### config.mk
export PLATFORM = sky130hd
export DESIGN_NAME = lli_blend
export DESIGN_NICKNAME = d
export VERILOG_FILES = /design/src/sv/lli_pkg.sv /design/src/sv/lli_blend.sv
export VERILOG_INCLUDE_DIRS = /design/src /design/src/sv
export SDC_FILE = /design/constraint.sdc
export NUM_CORES = 2
export LEC_CHECK = 0
export BUFFER_PORTS_ARGS = -buffer_cell sky130_fd_sc_hd__buf_4
export CORE_AREA = 2 2 238 334
export DETAILED_ROUTE_END_ITERATION = 10
export DIE_AREA = 0 0 240 336
export GPL_TIMING_DRIVEN = 0
export MAX_ROUTING_LAYER = met4
export PLACE_DENSITY_LB_ADDON = 0.2
export SLEW_MARGIN = 20
export SYNTH_ARGS = -nofsm -noshare
export SYNTH_HDL_FRONTEND = slang
export SYNTH_SLANG_ARGS = --single-unit
### constraint.sdc
create_clock -name clk -period 9.2 [get_ports clk]
set_input_delay 0.92 -clock clk [delete_from_list [all_inputs] [get_ports clk]]
set_output_delay 0.92 -clock clk [all_outputs]
set_load 0.02 [all_outputs]
### src/sv/lut_linear_interpolator_core_macros.svh
// Assertion macros shared by the interpolator modules.
// Depends on signals named clk and rst_n in the using module.
`ifndef LUT_LINEAR_INTERPOLATOR_CORE_MACROS_SVH
`define LUT_LINEAR_INTERPOLATOR_CORE_MACROS_SVH

// same-cycle implication
`define LLI_ASSERT_IMPL(lbl, ante, cons) \
    lbl: assert property (@(posedge clk) disable iff (!rst_n) (ante) |-> (cons)) \
        else $error("lli: assertion failed");

// next-cycle implication
`define LLI_ASSERT_NEXT(lbl, ante, cons) \
    lbl: assert property (@(posedge clk) disable iff (!rst_n) (ante) |=> (cons)) \
        else $error("lli: assertion failed");

`endif

### src/sv/lli_pkg.sv
// Types, codes and defaults for the LUT linear interpolator.
// No dependencies.
package lli_pkg;

    localparam int MAX_BUCKETS_DEF = 256;

    localparam logic signed [31:0] DOM_BASE_RST     = 32'sd0;
    localparam logic [31:0]        BUCKET_SCALE_RST = 32'd65536;
    localparam logic [8:0]         BUCKET_COUNT_RST = 9'd256;

    localparam int CFG_IDX_W = 2;

    typedef enum logic [CFG_IDX_W-1:0] {
        REG_DOM_BASE     = 2'd0,
        REG_BUCKET_SCALE = 2'd1,
        REG_BUCKET_COUNT = 2'd2
    } lli_reg_t;

    typedef enum logic {
        CMD_WRITE = 1'b0,
        CMD_EVAL  = 1'b1
    } lli_cmd_t;

    typedef enum logic [1:0] {
        CLAMP_NONE = 2'd0,
        CLAMP_LOW  = 2'd1,
        CLAMP_HIGH = 2'd2
    } lli_clamp_t;

    typedef struct packed {
        logic signed [31:0] dom_base;
        logic [31:0]        bucket_scale;
        logic [8:0]         bucket_count;
    } lli_cfg_t;

    // request leaving the table read, aligned with RAM read data
    typedef struct packed {
        logic       valid;
        lli_clamp_t code;
        logic [15:0] frac;
    } lli_tag_t;

endpackage

### src/sv/lli_blend.sv
// Back end: neighbor difference, fraction multiply, rounding and output register.
// Depends on lli_pkg and the assertion macro header.
`include "lut_linear_interpolator_core_macros.svh"

module lli_blend (
    input  logic               clk,
    input  logic               rst_n,
    input  logic               en,
    input  lli_pkg::lli_tag_t  tag,
    input  logic [31:0]        rdata_a,
    input  logic [31:0]        rdata_b,
    output logic               out_valid,
    output logic signed [31:0] value,
    output logic [1:0]         clamp_code
);
    import lli_pkg::*;

    // stage 4
    logic               s4_valid_reg;
    lli_clamp_t         s4_code_reg;
    logic [15:0]        s4_frac_reg;
    logic signed [31:0] s4_a_reg;
    logic signed [32:0] s4_diff_reg;
    logic signed [32:0] s4_diff_next;

    // stage 5
    logic               s5_valid_reg;
    lli_clamp_t         s5_code_reg;
    logic signed [31:0] s5_a_reg;
    logic signed [49:0] s5_prod_reg;
    logic signed [49:0] s5_prod_next;

    // output
    logic               out_valid_reg;
    lli_clamp_t         out_code_reg;
    logic signed [31:0] out_value_reg;
    logic signed [31:0] out_value_next;
    logic signed [50:0] round_sum;
    logic signed [50:0] round_shift;

    always_comb
    begin
        if (tag.code == CLAMP_NONE)
        begin
            s4_diff_next = 33'($signed(rdata_b)) - 33'($signed(rdata_a));
        end
        else
        begin
            s4_diff_next = '0;
        end
    end

    assign s5_prod_next = 50'($signed({1'b0, s4_frac_reg})) * 50'(s4_diff_reg);

    assign round_sum      = 51'(s5_prod_reg) + 51'sd32768;
    assign round_shift    = round_sum >>> 16;
    assign out_value_next = s5_a_reg + round_shift[31:0];

    always_ff @(posedge clk or negedge rst_n)
    begin
        if (!rst_n)
        begin
            s4_valid_reg  <= 1'b0;
            s5_valid_reg  <= 1'b0;
            out_valid_reg <= 1'b0;
        end
        else if (en)
        begin
            s4_valid_reg  <= tag.valid;
            s5_valid_reg  <= s4_valid_reg;
            out_valid_reg <= s5_valid_reg;
        end
    end

    always_ff @(posedge clk)
    begin
        if (en)
        begin
            s4_code_reg   <= tag.code;
            s4_frac_reg   <= tag.frac;
            s4_a_reg      <= $signed(rdata_a);
            s4_diff_reg   <= s4_diff_next;
            s5_code_reg   <= s4_code_reg;
            s5_a_reg      <= s4_a_reg;
            s5_prod_reg   <= s5_prod_next;
            out_code_reg  <= s5_code_reg;
            out_value_reg <= out_value_next;
        end
    end

    assign out_valid  = out_valid_reg;
    assign value      = out_value_reg;
    assign clamp_code = out_code_reg;

    `LLI_ASSERT_IMPL(a_clamp_no_slope, s4_valid_reg && (s4_code_reg != CLAMP_NONE),
        s4_diff_reg == '0)
    `LLI_ASSERT_NEXT(a_stall_holds, !en, $stable(out_valid_reg) && $stable(out_value_reg))
    `LLI_ASSERT_NEXT(a_code_follows, en && s5_valid_reg,
        out_valid_reg && (out_code_reg == $past(s5_code_reg)))

endmodule

==> impl_metrics.py <==
metrics = {
    "logic_synthesis": {
        "synth_top_flop_cell": "edfxtp_1",
        "synth_adder_area_share_pct": 44.5,
        "ys_seq_area_share_pct": 20.7,
        "synth_xor_area_share_pct": 3.95,
        "ys_warn_count": 0,
        "synth_edf_count": 184,
        "synthMuxAreaShare_pct": 0.125,
        "syn_area_per_cell_um2": 9.84,
        "yosys.cell_count.top_type": "inv_1",
        "synth.largest_area_cell": "fa_1",
        "synth_compound_area_share_pct": 6.48,
        "synth_cell_type_count": 63,
        "async_flop_share_pct": 1.60,
        "synthCells": 2748,
        "synth.area.top_cells": "fa_1, edfxtp_1, inv_1",
        "synth_common_cells": "inv_1, fa_1, nand2_1",
        "synth_nets": 3501,
        "synth_area_mm2": 0.0271,
        "synth_simple_gate_area_share_pct": 14.5,
        "ys_seq_elements": 187,
        "yosys.area.top_type_share_pct": 36.3,
        "synth_top_family_by_area": "adder cells",
    },
    "min_path": {
        "hold_class": "in2async",
    },
    "clock_network": {
        "post_cts_resized": 0,
        "htreeDepth": 4,
        "cts.repair_timing.setup_buffer_count": 0,
        "tritoncts": "yes",
        "path_clk_slew_ns": 0.09,
        "clock-sinks": 187,
        "cts_root_buffer": "clkbuf_16",
        "numCtsBuffers": 17,
        "cts_buffer_depth": 2,
        "clock_latency_ns": 0.49,
        "holdBufCountCts": 0,
    },
    "detailed_routing": {
        "wl_per_cell_um": 20.9,
        "drtIter0Drc": 1048,
        "drc": 0,
        "viasPerCell": 4.92,
        "dr.pass1.iters": 7,
        "vias": 19413,
        "wirelength_um": 82300,
        "drtAntennaViolNets": 0,
    },
    "floorplanning": {
        "die_area_mm2": 0.0806,
        "fp-row-count": 121,
        "die_w_um": 240,
        "initial_core_util_pct": 34.9,
        "io_pins": 121,
        "core_area_mm2": 0.0775,
        "die_h_um": 336,
    },
    "setup_path": {
        "crit_required_ns": 9.43,
        "end_kind": "flip-flop",
        "cp.arrival_ns": 8.58,
        "crit_start": "s4_frac_reg[7]",
        "critPathKind": "reg2reg",
        "crit_fanout": 10,
        "cp-start-kind": "flip-flop",
        "r2r_start": "s4_frac_reg[7]",
    },
    "sta": {
        "whs_ns": 0.205,
        "clock_skew_ns": 0.0145,
        "finalMaxSlewViolations": 0,
        "relSlewSlack_pct": 24.6,
        "max_freq_ghz": 0.120,
        "hold_viol": 0,
        "finalSetupTns_ns": 0,
        "worstMarginPinSlew_ns": 1.13,
        "finalCritPeriodShare_pct": 90.8,
        "fin_crit_ns": 8.35,
        "rsz0062_at_grt": "no",
        "setup_viol": 0,
    },
    "global_routing": {
        "use_met1_pct": 24.3,
        "grt_pass1_wl_um": 126000,
        "antenna_found_initial": 3,
        "grt_pass1_vias": 21418,
        "grt_overflow": 0,
        "gr-max-usage-layer": "met2",
        "grt_use_total_pct": 21.8,
        "grt_max_degree": 95,
        "grtUsageMet2_pct": 39.5,
        "use_met3_pct": 2.28,
    },
    "place": {
        "place_hpwl_um": 68900,
        "io_buffers": 120,
        "gp_congestion": 0.947,
    },
    "final_layout": {
        "drive_gt1_share_pct": 5.93,
        "area_growth_pct": 10.7,
        "num-nets-final": 3642,
        "diodes": 0,
    },
    "status": {
        "status": "finished clean",
    },
    "job": {
        "drv_cap": 0,
    },
}
[through the flow]
step	instances	util, %	cell area [µm²]	worst slack (ns)
global placement	3913	37.8	29300	0.165
detailed placement	3915	37.8	29300	0.924
finish	3947	38.6	29900	0.851
CTS	3947	38.6	29900	0.854
floorplan	2748	-	27100	2.79
global route	3947	38.6	29900	0.581
[metal layers]
layer  vias up  wire length [µm]
met5         -                 0
met4         0              3350
met3       150              3140
met2       522             44000
met1     10005             31800
li1       8736                 -
[critical path, stage by stage, from the launching register on]
cell and delay, ns:
edfxtp_1 0.64, clkbuf_1 0.89, and2_1 0.28, fa_1 0.42, inv_1 0.08, fa_1 0.45, fa_1 0.52, inv_1 0.05
fa_1 0.50, fa_1 0.51, inv_1 0.05, fa_1 0.48, inv_1 0.04, ha_1 0.45, and3_1 0.24, o2111ai_1 0.42
a2111oi_2 0.94, or3_1 0.28, a31o_2 0.27, a2111oi_2 0.09, nor2_1 0.24, nor2_1 0.09, xnor2_1 0.13
[area by class of cell]
| class | count | area [µm²] |
|---|---|---|
| buffer | 90 | 339 |
| clock buffer | 17 | 425 |
| clock inverter | 15 | 181 |
| fill | 7790 | 47600 |
| inverter | 612 | 2300 |
| multi-input combinational | 1859 | 18800 |
| sequential | 187 | 5600 |
| tap | 1045 | 1310 |
| timing repair buffer | 122 | 963 |
[cells by family (layout without fill, tap and decap cells)]
family	count (synthesis)	count (layout)
buffers and inverters	702	856
xor gates and xnor gates	122	122
adders and majority gates	667	667
AOI/OAI and AO/OA	260	260
muxes	3	3
and+or+nand+nor	807	807
DFF	187	187
[placed cells by master, fill, tap and decap left out, drive strengths merged, types with 3 or more instances in the layout]
master,n
clkinv,6
o21ai,41
fa,491
o41ai,3
a211oi,14
nor4,3
o21a,16
nand2b,13
a21oi,77
edfxtp,184
and4,4
and2,240
nor2b,19
a21o,44
nor3,22
dfrtp,3
nor2,84
a31o,3
nand4,12
or3,10
nand3,33
o2111ai,3
and3,20
mux2,3
a31oi,8
xor2,36
o211ai,5
a221oi,3
clkbuf,106
ha,176
nand2,342
o31ai,5
o21bai,8
buf,123
a211o,8
a21boi,4
xnor2,86
inv,619
[final timing paths]
| check | end | slack (ns) | cells after the start |
|---|---|---|---|
| max | s5_prod_reg[47] | 0.85 | 22 |
| min | out_valid | 0.20 | 1 |
| max in group asynchronous | s4_valid_reg | 8.90 | 1 |
| min reg2reg | s5_a_reg[25] | 0.41 | 0 |
| min in group clk | s5_a_reg[25] | 0.41 | 0 |
| max reg2reg | s5_prod_reg[47] | 0.85 | 22 |
Power is left out: the tool's default activity adds up to more than one toggle a clock period on the data nets, which glitch-free logic cannot reach.
