==> src/sv/lut_linear_interpolator_core_macros.svh <==
// Assertion macros shared by the interpolator modules.
// Depends on signals named clk and rst_n in the using module.
`ifndef LUT_LINEAR_INTERPOLATOR_CORE_MACROS_SVH
`define LUT_LINEAR_INTERPOLATOR_CORE_MACROS_SVH

// same-cycle implication
`define LLI_ASSERT_IMPL(lbl, ante, cons) \
    lbl: assert property (@(posedge clk) disable iff (!rst_n) (ante) |-> (cons)) \
        else $error("lli: assertion failed");

// next-cycle implication
`define LLI_ASSERT_NEXT(lbl, ante, cons) \
    lbl: assert property (@(posedge clk) disable iff (!rst_n) (ante) |=> (cons)) \
        else $error("lli: assertion failed");

`endif

==> src/sv/lli_pkg.sv <==
// Types, codes and defaults for the LUT linear interpolator.
// No dependencies.
package lli_pkg;

    localparam int MAX_BUCKETS_DEF = 256;

    localparam logic signed [31:0] DOM_BASE_RST     = 32'sd0;
    localparam logic [31:0]        BUCKET_SCALE_RST = 32'd65536;
    localparam logic [8:0]         BUCKET_COUNT_RST = 9'd256;

    localparam int CFG_IDX_W = 2;

    typedef enum logic [CFG_IDX_W-1:0] {
        REG_DOM_BASE     = 2'd0,
        REG_BUCKET_SCALE = 2'd1,
        REG_BUCKET_COUNT = 2'd2
    } lli_reg_t;

    typedef enum logic {
        CMD_WRITE = 1'b0,
        CMD_EVAL  = 1'b1
    } lli_cmd_t;

    typedef enum logic [1:0] {
        CLAMP_NONE = 2'd0,
        CLAMP_LOW  = 2'd1,
        CLAMP_HIGH = 2'd2
    } lli_clamp_t;

    typedef struct packed {
        logic signed [31:0] dom_base;
        logic [31:0]        bucket_scale;
        logic [8:0]         bucket_count;
    } lli_cfg_t;

    // request leaving the table read, aligned with RAM read data
    typedef struct packed {
        logic       valid;
        lli_clamp_t code;
        logic [15:0] frac;
    } lli_tag_t;

endpackage

==> src/sv/lli_index.sv <==
// Front end: domain offset, bucket position multiply, clamp and table addressing.
// Depends on lli_pkg and the assertion macro header.
`include "lut_linear_interpolator_core_macros.svh"

module lli_index #(
    parameter int MAX_BUCKETS = lli_pkg::MAX_BUCKETS_DEF,
    parameter int AW          = $clog2(MAX_BUCKETS + 1)
) (
    input  logic               clk,
    input  logic               rst_n,
    input  logic               en,
    input  logic               in_valid,
    input  logic               command,
    input  logic [8:0]         entry_index,
    input  logic signed [31:0] entry_value,
    input  logic signed [31:0] sample,
    input  lli_pkg::lli_cfg_t  cfg,
    output logic               we,
    output logic [AW-1:0]      waddr,
    output logic [31:0]        wdata,
    output logic [AW-1:0]      raddr_a,
    output logic [AW-1:0]      raddr_b,
    output lli_pkg::lli_tag_t  tag
);
    import lli_pkg::*;

    localparam logic [31:0] MAX_B = 32'(MAX_BUCKETS);

    // stage 1
    logic               s1_valid_reg;
    lli_cmd_t           s1_cmd_reg;
    logic [8:0]         s1_index_reg;
    logic signed [31:0] s1_value_reg;
    logic signed [32:0] s1_d_reg;
    logic signed [32:0] s1_d_next;

    // stage 2
    logic               s2_valid_reg;
    lli_cmd_t           s2_cmd_reg;
    logic [8:0]         s2_index_reg;
    logic signed [31:0] s2_value_reg;
    logic [63:0]        s2_pos_reg;
    logic [63:0]        s2_pos_next;
    logic               s2_low_reg;
    logic               s2_low_next;

    // stage 3
    lli_tag_t           tag_reg;
    lli_tag_t           tag_next;

    logic [31:0]        cnt32;
    logic [31:0]        nb32;
    logic [31:0]        bucket;
    logic [31:0]        idx32;

    assign s1_d_next = 33'(sample) - 33'(cfg.dom_base);

    always_ff @(posedge clk or negedge rst_n)
    begin
        if (!rst_n)
        begin
            s1_valid_reg <= 1'b0;
            s2_valid_reg <= 1'b0;
            tag_reg      <= '0;
        end
        else if (en)
        begin
            s1_valid_reg <= in_valid;
            s2_valid_reg <= s1_valid_reg;
            tag_reg      <= tag_next;
        end
    end

    always_ff @(posedge clk)
    begin
        if (en)
        begin
            s1_cmd_reg   <= lli_cmd_t'(command);
            s1_index_reg <= entry_index;
            s1_value_reg <= entry_value;
            s1_d_reg     <= s1_d_next;
            s2_cmd_reg   <= s1_cmd_reg;
            s2_index_reg <= s1_index_reg;
            s2_value_reg <= s1_value_reg;
            s2_pos_reg   <= s2_pos_next;
            s2_low_reg   <= s2_low_next;
        end
    end

    // positive offsets fit in 32 bits
    assign s2_pos_next = s1_d_reg[31:0] * cfg.bucket_scale;
    assign s2_low_next = s1_d_reg[32] || (s1_d_reg == '0) || (cfg.bucket_scale == '0);

    always_comb
    begin
        cnt32 = 32'(cfg.bucket_count);
        if (cnt32 == '0)
        begin
            nb32 = 32'd1;
        end
        else if (cnt32 > MAX_B)
        begin
            nb32 = MAX_B;
        end
        else
        begin
            nb32 = cnt32;
        end
    end

    assign bucket = s2_pos_reg[63:32];

    always_comb
    begin
        tag_next.valid = s2_valid_reg && (s2_cmd_reg == CMD_EVAL);
        tag_next.frac  = s2_pos_reg[31:16];
        if (s2_low_reg)
        begin
            tag_next.code = CLAMP_LOW;
            raddr_a       = '0;
        end
        else if (bucket >= nb32)
        begin
            tag_next.code = CLAMP_HIGH;
            raddr_a       = nb32[AW-1:0];
        end
        else
        begin
            tag_next.code = CLAMP_NONE;
            raddr_a       = bucket[AW-1:0];
        end
        raddr_b = raddr_a + AW'(1);
    end

    assign idx32 = 32'(s2_index_reg);
    assign we    = en && s2_valid_reg && (s2_cmd_reg == CMD_WRITE) && (idx32 <= MAX_B);
    assign waddr = idx32[AW-1:0];
    assign wdata = s2_value_reg;
    assign tag   = tag_reg;

    `LLI_ASSERT_NEXT(a_eval_reaches_tag, en && s2_valid_reg && (s2_cmd_reg == CMD_EVAL),
        tag_reg.valid)
    `LLI_ASSERT_IMPL(a_interp_in_range, tag_next.valid && (tag_next.code == CLAMP_NONE),
        (32'(raddr_a) < nb32) && (32'(raddr_b) == 32'(raddr_a) + 32'd1))
    `LLI_ASSERT_IMPL(a_write_in_table, we, 32'(waddr) <= MAX_B)

endmodule

==> config.mk <==
export PLATFORM = sky130hd
export DESIGN_NAME = lli_index
export DESIGN_NICKNAME = d
export VERILOG_FILES = /design/src/sv/lli_pkg.sv /design/src/sv/lli_index.sv
export VERILOG_INCLUDE_DIRS = /design/src /design/src/sv
export SDC_FILE = /design/constraint.sdc
export NUM_CORES = 2
export LEC_CHECK = 0
export ABC_AREA = 0
export BUFFER_PORTS_ARGS = -buffer_cell sky130_fd_sc_hd__buf_4
export CAP_MARGIN = 20
export CORE_ASPECT_RATIO = 1.25
export CORE_MARGIN = 2
export CORE_UTILIZATION = 40
export DETAILED_ROUTE_END_ITERATION = 8
export GPL_TIMING_DRIVEN = 0
export RECOVER_POWER = 100
export SLEW_MARGIN = 20
export SYNTH_ARGS = -nofsm -noshare
export SYNTH_HDL_FRONTEND = slang
export SYNTH_SLANG_ARGS = --single-unit
==> constraint.sdc <==
create_clock -name clk -period 12.31 [get_ports clk]
set_input_delay 0.6155 -clock clk [delete_from_list [all_inputs] [get_ports clk]]
set_output_delay 0.6155 -clock clk [all_outputs]
set_load 0.02 [all_outputs]
==> results.md <==
* Status: finished, violations left
* Failing checks: max-capacitance violations, max-slew violations
* Routed length per instance at roughly 24 um
* RSZ-0062 raised after global routing: no
* PostCTS Resize Cnt at 0
* Asr flop ratio synth at 11.2%
* Crit end category: flip-flop
* Gr usage total at between 20 and 30%
* Vias per cell at approximately 5.3
* Post-Syn Area at ~0.041 mm^2
* Post-route DRC at 0
* Max reg flops at 48
* Root Driver: clkbuf_16
* Reg clk slew, reported paths at about 0.09 ns
* Setup ws final at around 2.5 ns
* Max-cap viol count at 2
* TritonCTS clock tree: yes
* Worst hold start: entry_index[7]
* CTS Buf Count at 17
* Critical path's largest stage delay at roughly 0.83 ns
* # setup viols final at 0
* Ys flop type: edfxtp_1
* Most frequent cells in the layout: 910 x inv_1, 896 x fa_1, 591 x and2_1
* Synthesis-to-finish area growth at 9.04%
* Die Width at approximately 290 um
* Req. time, crit path at between 10 and 15 ns
* H-tree levels at 4
* Post-synth top area share at between 40% and 50%
* DIE AREA at roughly 0.11 mm^2
* Clock latency on the worst-skew pair at ~0.54 ns
* Slowest CP cell: clkbuf_1
* Slew Limit Headroom at -249%
* Number of DRC markers in iteration 0 at 2414
* Critical Path Most Common Cell: fa_1
* Starting Density at around 40%
* Layout Cells excl Fill at 5840
* Reg2reg start: s1_d_reg[14]
* Final Hold Viols at 0
* Clock Tree Buf Depth at 2
* DR pass1 iterations at 8
* DP Worst Slack at 2.84 ns
* Area after DPL at ~0.045 mm^2
* Mean Syn Cell Area at ~9.7 um^2
* Maximum fanout along the worst path at 10
* Tightest Pin Transition at ~5.2 ns
* Nets at 5834
* Share of cells above drive strength 1 at 4.69%
* Post-DP HPWL at 118000 um
* Final period util at roughly four fifths
* Yosys top cell by area: fa_1
* Critical Path Source Type: flip-flop
* Largest net degree at the start of global routing at 100
* Fin area at around 0.045 mm^2
* Synth unique cells at 63
* Slew Viols, Final at 170
* Routed vias at between 30000 and 40000
* Area contributors post-synth: fa_1 44%, edfxtp_1 12%, ha_1 9.2%
* I/O Buffers at about 230
* First-pass GRT wire length at approximately 210000 um
* Routability Congestion at 1.01
* # IOs at 230
* Crit path launch: s1_d_reg[14]
* Fmax at approximately 100 MHz
* Register area share after synthesis at a little over an eighth
* # clock sinks at approximately 190
* YS warnings at 0
* Drt total wl at between 100000 and 150000 um
* Crit path kind: reg2reg
* FP Rows at approximately 130
* Die H at approximately 360 um
* Initial antenna violation count at 10
* FILL cells at 10165
* Syn Nets at 5585
* Final Critical Period at around 9.9 ns
* Setup Skew at 0.0348 ns
* Total Negative Setup Slacks at 0 ns
* GRT overflow at 0
* Core Region at ~0.10 mm^2
* HP Class: in2reg
* Antenna Nets Post-Route at 0
* Placed cells at approximately 5800
* Number of synthesized flops with an enable pin at ~170
* Mapped Cells at between 4000 and 5000
* CP Data Arrival Time at ~10 ns
* Seq cells post-synth at between 150 and 200
* Vias in the first global route at around 33000
* Commonest non-fill, non-tap cell in the layout: inv_1
final cells by class:
type / instances / area [um^2] / share of cell area (%)
multi-input cells: 2915 / 31400 / 69.9
clock inverters: 14 / 181 / 0.404
inverters: 910 / 3420 / 7.61
plain buffers: 224 / 845 / 1.88
flip-flops and latches: 187 / 5510 / 12.3
well taps: 1330 / 1660 / 3.71
clock buffers: 18 / 439 / 0.979
repair buffers: 230 / 1440 / 3.20
diodes: 12 / 30.0 / 0.0669
routing by layer:
metal | share of wire [%] | up-vias | track usage (%) | wire length [um]
met5 | 0.0092 | - | 0 | 13
met4 | 9.2 | 2 | 21.1 | 13000
met3 | 6.7 | 464 | 4.47 | 9460
met2 | 49 | 1324 | 46.7 | 69300
met1 | 35 | 15985 | 31.3 | 50000
li1 | - | 13226 | - | -
worst paths after layout:
check,endpoint,slack [ns],cells after the start
max in group asynchronous,tag[0],10.45,2
setup reg to reg,s2_pos_reg[59],2.46,26
hold reg to reg,wdata[1],0.41,0
hold / removal,s1_index_reg[7],0.29,1
min in group asynchronous,tag[17],0.98,2
setup / recovery,s2_pos_reg[59],2.46,26
stage by stage:
stage | hold slack (ns) | util (%)
floorplan | 0.320 | -
global placement | 0.400 | 43.6
detailed placement | 0.405 | 43.6
CTS | 0.221 | 44.3
global route | 0.256 | 43.9
finish | 0.290 | 43.9
synthesized netlist by cell type, types with 3 or more instances:
| cell type | count |
|---|---|
| xor2_1 | 35 |
| fa_1 | 896 |
| and2_1 | 596 |
| o21ai_0 | 61 |
| nor4_1 | 29 |
| xnor2_1 | 43 |
| or4_1 | 4 |
| nand2b_1 | 9 |
| o21bai_1 | 13 |
| inv_1 | 910 |
| and3_1 | 6 |
| a21oi_1 | 93 |
| o21a_1 | 11 |
| o211ai_1 | 3 |
| o21ai_1 | 6 |
| nor3_1 | 14 |
| mux2i_1 | 12 |
| and4_1 | 3 |
| mux2_2 | 21 |
| a31oi_1 | 12 |
| o31ai_1 | 3 |
| ha_1 | 302 |
| nor2_1 | 67 |
| edfxtp_1 | 166 |
| or2_2 | 4 |
| nand4_1 | 33 |
| a21boi_0 | 3 |
| nand2_1 | 500 |
| nor2b_1 | 25 |
| nand3_1 | 16 |
| a21o_1 | 52 |
| dfrtp_1 | 21 |
| clkbuf_1 | 221 |
| a211oi_1 | 10 |
| or3_1 | 3 |
timing repair:
item / 4_1_cts / 5_1_grt
buffers inserted: 0 / 0
hold buffers: 1 / 0
endpoints found under the hold margin: 21 / 0
worst max-delay path, delay by kind of cell, from the launching register on:
| family | cells | cell delay [ns] |
|---|---|---|
| XOR/XNOR | 1 | 0.14 |
| flip-flops | 1 | 0.66 |
| adder cells (fa/ha/maj) | 9 | 4.18 |
| AO/OA/AOI/OAI | 8 | 2.60 |
| AND/OR/NAND/NOR | 2 | 0.74 |
| buffers and inverters | 6 | 1.24 |
logic make-up (layout without fill, tap and decap cells):
logic type                 after synthesis  after routing  share of synthesized area, %
and+or+nand+nor                       1315           1315                          16.5
adders and majority gates             1198           1198                          52.8
buffers and inverters                 1134           1396                          10.3
AOI/OAI and AO/OA                      291            291                          4.44
DFF                                    187            187                          13.4
xor gates and xnor gates                78             78                          1.66
muxes                                   33             33                         0.867
other                                    0             12                             0
Power is left out: the tool's default activity adds up to more than one toggle a clock period on the data nets, which glitch-free logic cannot reach.
